<file path="src/rtl/chs_pkg.sv">
`timescale 1ns / 1ps
// Package for the chained hash set unit: sizes, command codes and job types.
// Holds the key-to-bucket table, which is built when the design is elaborated.
// Depends on nothing; every other file imports it.
package chs_pkg;

    localparam int BUCKETS     = 19;
    localparam int HASH_TERMS  = 5;
    localparam int CHAIN_SLOTS = 21;
    localparam int QUEUE_DEPTH = 2;

    localparam int KEY_W     = 7;
    localparam int BUCKET_W  = 5;
    localparam int KEY_COUNT = 2 ** KEY_W;
    localparam int FILL_W    = $clog2(CHAIN_SLOTS + 1);
    localparam int ADDR_W    = $clog2(BUCKETS * CHAIN_SLOTS);
    localparam int QPTR_W    = (QUEUE_DEPTH > 1) ? $clog2(QUEUE_DEPTH) : 1;
    localparam int QCNT_W    = $clog2(QUEUE_DEPTH + 1);

    localparam logic CMD_INSERT = 1'b0;
    localparam logic CMD_QUERY  = 1'b1;

    typedef logic [BUCKET_W-1:0] t_bucket_tbl [0:KEY_COUNT-1];

    typedef struct packed {
        logic                command;
        logic [KEY_W-1:0]    key_value;
        logic [BUCKET_W-1:0] bucket;
    } t_job;

    typedef struct packed {
        logic [BUCKET_W-1:0] bucket;
        logic                found;
        logic                stored;
        logic                chain_full;
    } t_result;

    function automatic t_bucket_tbl build_bucket_tbl();
        t_bucket_tbl tbl;
        int acc;
        int pw;
        int x;
        for (int k = 0; k < KEY_COUNT; k++) begin
            acc = 0;
            pw  = 1 % BUCKETS;
            x   = k % BUCKETS;
            for (int i = 0; i < HASH_TERMS; i++) begin
                acc = (acc + ((i % BUCKETS) * pw) % BUCKETS) % BUCKETS;
                pw  = (pw * x) % BUCKETS;
            end
            tbl[k] = BUCKET_W'(acc);
        end
        return tbl;
    endfunction

    localparam t_bucket_tbl BUCKET_TBL = build_bucket_tbl();

endpackage

</file>
<file path="src/rtl/chs_if.sv">
`timescale 1ns / 1ps
// Channel interfaces for the chained hash set unit: commands in, results out.
// Depends on chs_pkg for the field widths.
interface chs_in_if import chs_pkg::*; ();
    logic             valid;
    logic             ready;
    logic             command;
    logic [KEY_W-1:0] key_value;

    modport source (output valid, command, key_value, input ready);
    modport sink (input valid, command, key_value, output ready);
endinterface

interface chs_out_if import chs_pkg::*; ();
    logic                valid;
    logic                ready;
    logic [BUCKET_W-1:0] bucket;
    logic                found;
    logic                stored;
    logic                chain_full;

    modport source (output valid, bucket, found, stored, chain_full, input ready);
    modport sink (input valid, bucket, found, stored, chain_full, output ready);
endinterface

</file>
<file path="src/rtl/chs_front.sv">
`timescale 1ns / 1ps
// Front end: accepts commands, looks up the bucket and queues the job.
// Depends on chs_pkg for the bucket table and the job type.
module chs_front import chs_pkg::*; (
    input  logic             i_clk,
    input  logic             i_rst_n,
    input  logic             i_valid,
    output logic             o_ready,
    input  logic             i_command,
    input  logic [KEY_W-1:0] i_key_value,
    output logic             o_job_valid,
    input  logic             i_job_ready,
    output t_job             o_job
);

    t_job              r_queue [0:QUEUE_DEPTH-1];
    logic [QPTR_W-1:0] r_wr_ptr, n_wr_ptr;
    logic [QPTR_W-1:0] r_rd_ptr, n_rd_ptr;
    logic [QCNT_W-1:0] r_count, n_count;
    logic              push;
    logic              pop;
    t_job              new_job;

    assign o_ready     = (r_count != QCNT_W'(QUEUE_DEPTH));
    assign o_job_valid = (r_count != '0);
    assign o_job       = r_queue[r_rd_ptr];
    assign push        = i_valid && o_ready;
    assign pop         = o_job_valid && i_job_ready;

    always_comb begin
        new_job.command   = i_command;
        new_job.key_value = i_key_value;
        new_job.bucket    = BUCKET_TBL[i_key_value];
    end

    always_comb begin
        n_wr_ptr = r_wr_ptr;
        n_rd_ptr = r_rd_ptr;
        n_count  = r_count;
        if (push) begin
            n_wr_ptr = (r_wr_ptr == QPTR_W'(QUEUE_DEPTH - 1)) ? '0 : r_wr_ptr + 1'b1;
        end
        if (pop) begin
            n_rd_ptr = (r_rd_ptr == QPTR_W'(QUEUE_DEPTH - 1)) ? '0 : r_rd_ptr + 1'b1;
        end
        if (push && !pop) begin
            n_count = r_count + 1'b1;
        end else if (pop && !push) begin
            n_count = r_count - 1'b1;
        end
    end

    always_ff @(posedge i_clk) begin
        if (!i_rst_n) begin
            r_wr_ptr <= '0;
            r_rd_ptr <= '0;
            r_count  <= '0;
        end else begin
            r_wr_ptr <= n_wr_ptr;
            r_rd_ptr <= n_rd_ptr;
            r_count  <= n_count;
        end
    end

    always_ff @(posedge i_clk) begin
        if (push) begin
            r_queue[r_wr_ptr] <= new_job;
        end
    end

endmodule

</file>
<file path="src/rtl/chs_back.sv">
`timescale 1ns / 1ps
// Back end: holds the chain slots and fill counts, carries out inserts and
// walks chains for queries, one slot read per cycle. Depends on chs_pkg.
module chs_back import chs_pkg::*; (
    input  logic    i_clk,
    input  logic    i_rst_n,
    input  logic    i_job_valid,
    output logic    o_job_ready,
    input  t_job    i_job,
    output logic    o_res_valid,
    input  logic    i_res_ready,
    output t_result o_res
);

    localparam logic [1:0] S_IDLE = 2'd0;
    localparam logic [1:0] S_EXEC = 2'd1;
    localparam logic [1:0] S_RESP = 2'd2;

    logic [KEY_W-1:0]    r_slot_mem [0:BUCKETS*CHAIN_SLOTS-1];
    logic [FILL_W-1:0]   r_chain_fill [0:BUCKETS-1];
    logic [KEY_W-1:0]    r_rdata;

    logic [1:0]          r_state, n_state;
    logic                r_cmd, n_cmd;
    logic [KEY_W-1:0]    r_key, n_key;
    logic [BUCKET_W-1:0] r_bucket, n_bucket;
    logic [FILL_W-1:0]   r_fill, n_fill;
    logic [ADDR_W-1:0]   r_base, n_base;
    logic [FILL_W-1:0]   r_s, n_s;
    logic                r_rd_vld, n_rd_vld;
    logic                r_found, n_found;
    logic                r_stored, n_stored;
    logic                r_full, n_full;
    logic                r_out_vld, n_out_vld;
    t_result             r_out, n_out;

    logic                rd_en;
    logic                wr_en;
    logic [ADDR_W-1:0]   rd_addr;
    logic [ADDR_W-1:0]   wr_addr;

    assign o_job_ready = (r_state == S_IDLE);
    assign o_res_valid = r_out_vld;
    assign o_res       = r_out;
    assign rd_addr     = r_base + ADDR_W'(r_s);
    assign wr_addr     = r_base + ADDR_W'(r_fill);

    always_comb begin
        n_state   = r_state;
        n_cmd     = r_cmd;
        n_key     = r_key;
        n_bucket  = r_bucket;
        n_fill    = r_fill;
        n_base    = r_base;
        n_s       = r_s;
        n_rd_vld  = 1'b0;
        n_found   = r_found;
        n_stored  = r_stored;
        n_full    = r_full;
        n_out_vld = r_out_vld;
        n_out     = r_out;
        rd_en     = 1'b0;
        wr_en     = 1'b0;

        if (r_out_vld && i_res_ready) begin
            n_out_vld = 1'b0;
        end

        case (r_state)
            S_IDLE: begin
                if (i_job_valid) begin
                    n_cmd    = i_job.command;
                    n_key    = i_job.key_value;
                    n_bucket = i_job.bucket;
                    n_fill   = r_chain_fill[i_job.bucket];
                    n_base   = ADDR_W'(i_job.bucket) * ADDR_W'(CHAIN_SLOTS);
                    n_s      = '0;
                    n_found  = 1'b0;
                    n_stored = 1'b0;
                    n_full   = 1'b0;
                    n_state  = S_EXEC;
                end
            end
            S_EXEC: begin
                if (r_cmd == CMD_INSERT) begin
                    if (r_fill >= FILL_W'(CHAIN_SLOTS)) begin
                        n_full = 1'b1;
                    end else begin
                        wr_en    = 1'b1;
                        n_stored = 1'b1;
                    end
                    n_state = S_RESP;
                end else if (r_rd_vld && (r_rdata == r_key)) begin
                    n_found = 1'b1;
                    n_state = S_RESP;
                end else if (r_s < r_fill) begin
                    rd_en    = 1'b1;
                    n_s      = r_s + 1'b1;
                    n_rd_vld = 1'b1;
                end else begin
                    n_state = S_RESP;
                end
            end
            S_RESP: begin
                if (!r_out_vld || i_res_ready) begin
                    n_out_vld        = 1'b1;
                    n_out.bucket     = r_bucket;
                    n_out.found      = r_found;
                    n_out.stored     = r_stored;
                    n_out.chain_full = r_full;
                    n_state          = S_IDLE;
                end
            end
            default: begin
                n_state = S_IDLE;
            end
        endcase
    end

    always_ff @(posedge i_clk) begin
        if (!i_rst_n) begin
            r_state   <= S_IDLE;
            r_rd_vld  <= 1'b0;
            r_out_vld <= 1'b0;
            for (int b = 0; b < BUCKETS; b++) begin
                r_chain_fill[b] <= '0;
            end
        end else begin
            r_state   <= n_state;
            r_rd_vld  <= n_rd_vld;
            r_out_vld <= n_out_vld;
            if (wr_en) begin
                r_chain_fill[r_bucket] <= r_fill + 1'b1;
            end
        end
    end

    always_ff @(posedge i_clk) begin
        r_cmd    <= n_cmd;
        r_key    <= n_key;
        r_bucket <= n_bucket;
        r_fill   <= n_fill;
        r_base   <= n_base;
        r_s      <= n_s;
        r_found  <= n_found;
        r_stored <= n_stored;
        r_full   <= n_full;
        r_out    <= n_out;
    end

    always_ff @(posedge i_clk) begin
        if (wr_en) begin
            r_slot_mem[wr_addr] <= r_key;
        end
        if (rd_en) begin
            r_rdata <= r_slot_mem[rd_addr];
        end
    end

endmodule

</file>
<file path="src/rtl/chained_hash_set_unit.sv">
`timescale 1ns / 1ps
// Chained hash set unit: top level joining the front end queue and the back end.
// A query reads chain slots until it finds the key or reaches the chain fill, which is at
// most 21 slots. The back end serves one command at a time and so sets the throughput;
// the two-entry queue absorbs stalls.
// Synchronous active-low reset clears all fill counts; slot contents are kept.
module chained_hash_set_unit import chs_pkg::*; (
    input  logic      i_clk,
    input  logic      i_rst_n,
    chs_in_if.sink    i_in,
    chs_out_if.source o_out
);

    logic    job_valid;
    logic    job_ready;
    t_job    job;
    logic    res_valid;
    t_result res;

    chs_front u_front (
        .i_clk       (i_clk),
        .i_rst_n     (i_rst_n),
        .i_valid     (i_in.valid),
        .o_ready     (i_in.ready),
        .i_command   (i_in.command),
        .i_key_value (i_in.key_value),
        .o_job_valid (job_valid),
        .i_job_ready (job_ready),
        .o_job       (job)
    );

    chs_back u_back (
        .i_clk       (i_clk),
        .i_rst_n     (i_rst_n),
        .i_job_valid (job_valid),
        .o_job_ready (job_ready),
        .i_job       (job),
        .o_res_valid (res_valid),
        .i_res_ready (o_out.ready),
        .o_res       (res)
    );

    assign o_out.valid      = res_valid;
    assign o_out.bucket     = res.bucket;
    assign o_out.found      = res.found;
    assign o_out.stored     = res.stored;
    assign o_out.chain_full = res.chain_full;

endmodule

</file>
<file path="src/flat_wrapper.sv">
// flat-port wrapper written by rule: the top's interface ports become plain ports
module chained_hash_set_unit_flat import chs_pkg::*;
  (i_clk, i_rst_n, i_in_valid, i_in_command, i_in_key_value, i_in_ready, o_out_valid, o_out_bucket, o_out_found, o_out_stored, o_out_chain_full, o_out_ready);
  chs_in_if i_in_i ();
  chs_out_if o_out_i ();
  input  logic i_clk;
  input  logic i_rst_n;
  input wire logic [$bits(i_in_i.valid)-1:0] i_in_valid;
  input wire logic [$bits(i_in_i.command)-1:0] i_in_command;
  input wire logic [$bits(i_in_i.key_value)-1:0] i_in_key_value;
  output wire logic [$bits(i_in_i.ready)-1:0] i_in_ready;
  output wire logic [$bits(o_out_i.valid)-1:0] o_out_valid;
  output wire logic [$bits(o_out_i.bucket)-1:0] o_out_bucket;
  output wire logic [$bits(o_out_i.found)-1:0] o_out_found;
  output wire logic [$bits(o_out_i.stored)-1:0] o_out_stored;
  output wire logic [$bits(o_out_i.chain_full)-1:0] o_out_chain_full;
  input wire logic [$bits(o_out_i.ready)-1:0] o_out_ready;
  assign i_in_i.valid = i_in_valid;
  assign i_in_i.command = i_in_command;
  assign i_in_i.key_value = i_in_key_value;
  assign i_in_ready = i_in_i.ready;
  assign o_out_valid = o_out_i.valid;
  assign o_out_bucket = o_out_i.bucket;
  assign o_out_found = o_out_i.found;
  assign o_out_stored = o_out_i.stored;
  assign o_out_chain_full = o_out_i.chain_full;
  assign o_out_i.ready = o_out_ready;
  chained_hash_set_unit u_core (.i_clk(i_clk), .i_rst_n(i_rst_n), .i_in(i_in_i), .o_out(o_out_i));
endmodule
</file>
<file path="config.mk">
export PLATFORM = sky130hd
export DESIGN_NAME = chained_hash_set_unit_flat
export DESIGN_NICKNAME = d
export VERILOG_FILES = /design/src/rtl/chs_pkg.sv /design/src/rtl/chs_if.sv /design/src/rtl/chs_front.sv /design/src/rtl/chs_back.sv /design/src/rtl/chained_hash_set_unit.sv /design/src/flat_wrapper.sv
export SDC_FILE = /design/constraint.sdc
export NUM_CORES = 2
export LEC_CHECK = 0
export BUFFER_PORTS_ARGS = -buffer_cell sky130_fd_sc_hd__buf_4
export CORE_MARGIN = 3
export CORE_UTILIZATION = 45
export DETAILED_ROUTE_END_ITERATION = 7
export MAX_ROUTING_LAYER = met4
export SYNTH_ARGS = -nofsm -noshare
export SYNTH_HDL_FRONTEND = slang
export SYNTH_SLANG_ARGS = --single-unit
</file>
<file path="constraint.sdc">
create_clock -name i_clk -period 11 [get_ports i_clk]
set_input_delay 2.2 -clock i_clk [delete_from_list [all_inputs] [get_ports i_clk]]
set_output_delay 2.2 -clock i_clk [all_outputs]
set_load 0.01 [all_outputs]
</file>
After elaboration in Yosys (flattened, before gate mapping):

Memories as Yosys holds them, arrays and structs flattened. A register that Yosys moved wholly into a read port is not among the register bits.
Index checks and enable logic that the tools add are counted.

* flip-flop bits (word level): 46
* RAM bits: 2914
* bits in read-only memories: 640
* input bits: 12
* output and inout port bits: 10
* logic and storage cells: 120
* memories kept: 4

Memory list
* u_core.u_back.r_slot_mem: depth 399, width 7, read ports 1, clocked after memory_dff 1, wr ports 1, RTL line chs_back.sv:19 `logic [KEY_W-1:0] r_slot_mem [0:BUCKETS*CHAIN_SLOTS-1];`
* (no name shown): depth 128, width 5, read ports 1, clocked after memory_dff 0, wr ports 0, RTL line chs_front.sv:33 `new_job.bucket = BUCKET_TBL[i_key_value];`
* u_core.u_back.r_chain_fill: depth 19, width 5, read ports 1, clocked after memory_dff 1, wr ports 19, RTL line chs_back.sv:20 `logic [FILL_W-1:0] r_chain_fill [0:BUCKETS-1];`
* u_core.u_front.r_queue: depth 2, width 13, read ports 1, clocked after memory_dff 1, wr ports 1, RTL line chs_front.sv:16 `t_job r_queue [0:QUEUE_DEPTH-1];`

* add/sub/neg operators: 8
* multiply operators: 1
* order comparisons: 3
* equal/unequal tests: 14
* multiplexer cells: 49
* bitwise logic cells: 1
* reductions and logical operators: 22

Operators by type and width (number)
* $mux 5: 8
* $mux 1: 29
* $ne 2x2->1 const B: 10
* $add 9x5->9: 2
* $mux 2: 7
* $reduce_and 4->1: 3
* $add 5x1->5 const B: 2
* $pmux 5 s2: 1
* $mul 5x5->9 const B: 1
* $ge 8x8->1 const B: 1
* $not 7->8: 1
* $eq 7x7->1: 1
* $logic_and 1x1->1: 6
* $pmux 1 s2: 3
* $pmux 2 s3: 1
* $reduce_bool 2->1: 3
* $ge 5x5->1 const B: 1
* $lt 5x5->1: 1
* $reduce_and 5->1: 1
* $reduce_or 5->1: 1
* $ne 4x4->1 const B: 1
* $reduce_and 2->1: 2
* $logic_not 1->1: 3
* $reduce_and 3->1: 1
* other kinds (7): 8

Logic depth before layout (Yosys ltp):

* word-level depth: 9
* depth in mapped cells: 16
* mapped depth without buffers: 11

Hierarchy:

Synthesis repeated with hierarchy kept, for this count alone.

* cells, all modules: 5795
* area total of the unflattened synthesis: 120979.8 µm²

By module, submodules not included
* chs_back: times used 1, cells an instance 5553, area each 118608.8 µm², sequential area each 90146.5 µm²
* chs_front: times used 1, cells an instance 242, area each 2371.0 µm², sequential area each 880.8 µm²

Worst setup path after synthesis:

No wires, ideal clock.

* path kind: reg2reg
* start: register u_core.u_back.r_key[1]
* end: register u_core.u_back.r_s[0], enable pin
* setup time: 0.307 ns
* arrival time: 7.420 ns
* required time: 10.693 ns
* setup slack: 3.272 ns
* cell stages (with the launch flop): 6
* path buffers: 0
* clock period less this slack: 7.728 ns
* cells stage by stage: edfxtp_1 xnor2_1 nand4_1 nor2_1 a2111oi_0 or2_2

* cells in the longest elaborated chain, start to end: 4

RTL lines
* from (decl): RTL line chs_back.sv:25 `logic [KEY_W-1:0] r_key, n_key;`
* from (signal assigned): RTL line chs_back.sv:140 `r_key <= n_key;`
* $eq 7x7->1: RTL line chs_back.sv:93 `end else if (r_rd_vld && (r_rdata == r_key)) begin`
* $logic_and 1x1->1: RTL line chs_back.sv:93
* $ne 2x2->1 (no source line)
* $reduce_and 5->1 (no source line)
* to (signal assigned): RTL line chs_back.sv:144 `r_s <= n_s;`
* to (decl): RTL line chs_back.sv:29 `logic [FILL_W-1:0] r_s, n_s;`

Every way passes these cells.
A chain may end at the register's enable or synchronous reset.

==> results.ini <==
[status]
status = finished, final reports clean

[clocking]
cts_made_buffers = 328
cts_max_level = 5
ctsLongestPathBuffers = 4
cts_sinks = 3036
post_cts_buffers = 0
cts_resized = 0
clk_pin_slew_ps = 60
cts_tree = built
clkLatencyLatePin_ps = 950
postCtsHoldBufs = 0
cts_root_buffer = clkbuf_16

[setup_path]
startpoint = u_core.u_back.r_bucket[0]
ff2ff_setup_slack_ps = 5010
timing.rr.start = u_core.u_back.r_bucket[0]
path_cells = ha_4, inv_1, fa_4, buf_4, buf_4, mux4_2, mux4_2, mux2_2, a32oi_1, a21boi_1, o2111ai_1
worstRegToRegCells = 11
cp_num_cells = 11
rr_endpoint = u_core.u_back.r_rdata[2]
cp_top_family = adder cells
worstPathMaxFanout = 42
cp_num_buf_inv = 3
worst_path_largest_cell_delay_ps = 1300
crit_required_ps = 11640
slowest_stage = fa_4
crit_path_end = u_core.u_back.r_rdata[2]
arrival_ps = 6640
timing_worst_setup_path_type = reg2reg
endpoint_kind = register
worstSetupStartpointType = register

[floorplan]
start_util_pct = 45.3
num_rows = 189
die_y_microns = 523
io_pins = 22
dieWidth_microns = 523
dieArea_sq_um = 274000
core_area_sq_um = 266000

[global_routing]
grt_max_degree = 225
grt_pass1_wl_microns = 430000
overflow = 0
grt_pass1_vias = 59100
antenna_found_initial = 12
grt_usage_pct = 22.3

[hold_path]
min_from = u_core.u_back.r_full
hp-class = reg2reg

[route]
wl_per_cell_microns = 30.3
drt-initial-drc-count = 7078
drc = 0
antenna_left = 0
vias_per_cell = 6.03
dr_total_vias = 58800
wirelength_microns = 296000
drt_first_pass_iters = 5

[synthesis]
yosys-top-cells-area = edfxtp_1 75%, mux4_2 16%, nor2_1 1.7%, nand2_1 1.2%, clkbuf_1 0.60%
synth_top_area_share_pct = 75.4
synth_seq_cells = 3036
post_synth.cell_area_avg_sq_um = 20.5
synthSimpleGateAreaFrac_pct = 4.08
synth_top_family_by_area = multiplexers
synthXorXnorAreaFrac_pct = 0.284
synth_compound_area_share_pct = 1.48
synth_flop_cell = edfxtp_1
synth_nets = 5919
async_flop_share_pct = 0
synth_common_cells = 3022 x edfxtp_1, 842 x mux4_2, 561 x nor2_1, 369 x nand2_1, 192 x clkbuf_1
yosysMostFrequentCell = edfxtp_1
ys_seq_area_share_pct = 75.6
syn_inst = 5864
synth_edf_count = 3022
synth_mux_area_share_pct = 16.5
yosysTopAreaCell = edfxtp_1
synth.distinct_cells = 62
synth_area_sq_um = 120000
synthAdderAreaFrac_pct = 0.466
synth-warning-count = 0

[timing]
tightest_slew_ps = 1300
hold_violations = 0
clock_skew_ps = 73.7
period_share_pct = 54.5
fin_tns_setup_ps = 0
fin_crit_ps = 5990
slew_viol_final = 0
setup_viol = 0
rsz0062_at_grt = no
fmax_ghz = 0.167
relSlewSlack_pct = 13.2
fin_ws_ps = 5010

[placed_design]
gp_congestion = 0.818
dp_hpwl_microns = 168000
io_buffers = 21
place_inst = 9172
post-place-ws_ps = 5050

[cells_and_area]
synthToLayoutAreaGrowth_pct = 11.9
final_nets = 6024
instances_no_fill = 9748
drive_above_1_share_pct = 23.7

[job]
drv_cap = 0

## cells by family after synthesis
kind of cell,Yosys count
buffers and inverters,384
muxes,933
adders and majority gates,43
AOI/OAI and AO/OA,251
and+or+nand+nor,1178
DFF,3036
xor gates and xnor gates,39
## worst min path at each step
stage,endpoint,slack (ps),cells past startpoint
CTS,u_core.u_back.o_res[0],420,0
detailed placement,u_core.u_back.o_res[2],410,0
finish,u_core.u_back.o_res[0],420,0
floorplan,u_core.u_back.o_res[0],400,0
global placement,u_core.u_back.o_res[2],410,0
global route,u_core.u_back.o_res[0],430,0
## worst reg2reg max path, cell delays in order, from the launching register on
cell,delay [ps]
edfxtp_1,590
ha_4,210
inv_1,60
fa_4,1300
buf_4,760
buf_4,650
mux4_2,430
mux4_2,550
mux2_2,330
a32oi_1,470
a21boi_1,230
o2111ai_1,130
## flip-flops by register name, summed over array words and instances, names as in the netlist, 2 cells and up, named ones only
| name | count |
|---|---|
| u_core.u_back.r_s | 5 |
| u_core.u_back.o_res | 8 |
| u_core.u_back.r_key | 7 |
| u_core.u_back.r_bucket | 5 |
| u_core.u_front.r_queue | 26 |
| u_core.u_back.r_fill | 5 |
| u_core.u_back.r_chain_fill | 160 |
| u_core.u_back.r_slot_mem | 2793 |
| u_core.u_front.r_count | 2 |
| u_core.u_back.r_state | 2 |
| u_core.u_back.r_base | 7 |
| u_core.u_back.r_rdata | 7 |
## metal layers
layer  vias up  GRT usage, %  routed length [microns]
li1      24300             -                        -
met1     31600          32.1                   126000
met2      2453          33.5                   140000
met3       432          4.06                    23200
met4         0          5.28                     6440
met5         -             -                        0
## layout make-up
| cell class | count | area (sq um) |
|---|---|---|
| fillers | 20800 | 131000 |
| flip-flops and latches | 3036 | 91000 |
| multi-input cells | 2444 | 27800 |
| clock buffers | 400 | 8580 |
| well taps | 3533 | 4420 |
| clock inverters | 171 | 1520 |
| repair buffers | 127 | 1130 |
| inverters | 32 | 120 |
| diodes | 5 | 12.5 |
## metrics by stage
step / instance area (sq um) / hold WS [ps] / utilization, %
3_5_place_dp: 124000 / 406 / 46.9
4_1_cts: 135000 / 421 / 50.7
5_1_grt: 135000 / 434 / 50.7
3_3_place_gp: 124000 / 411 / 46.9
6_report: 135000 / 423 / 50.7
2_1_floorplan: 120000 / 400 / -
## placed cells by master, fill, tap and decap left out, types with 31 or more instances in the layout
cell type / synthesis / routed
a21oi_1: 45 / 45
a311oi_1: 37 / 37
and3_1: 36 / 36
buf_4: 44 / 113
clkbuf_1: 192 / 67
clkbuf_16: 0 / 333
clkinv_1: 1 / 75
clkinv_2: 0 / 46
edfxtp_1: 3022 / 3022
ha_1: 40 / 39
inv_1: 31 / 31
mux2i_1: 65 / 61
mux4_2: 842 / 842
nand2_1: 369 / 353
nand3_1: 110 / 110
nor2_1: 561 / 555
Power is left out: the tool's default activity adds up to more than one toggle a clock period on the data nets, which glitch-free logic cannot reach.
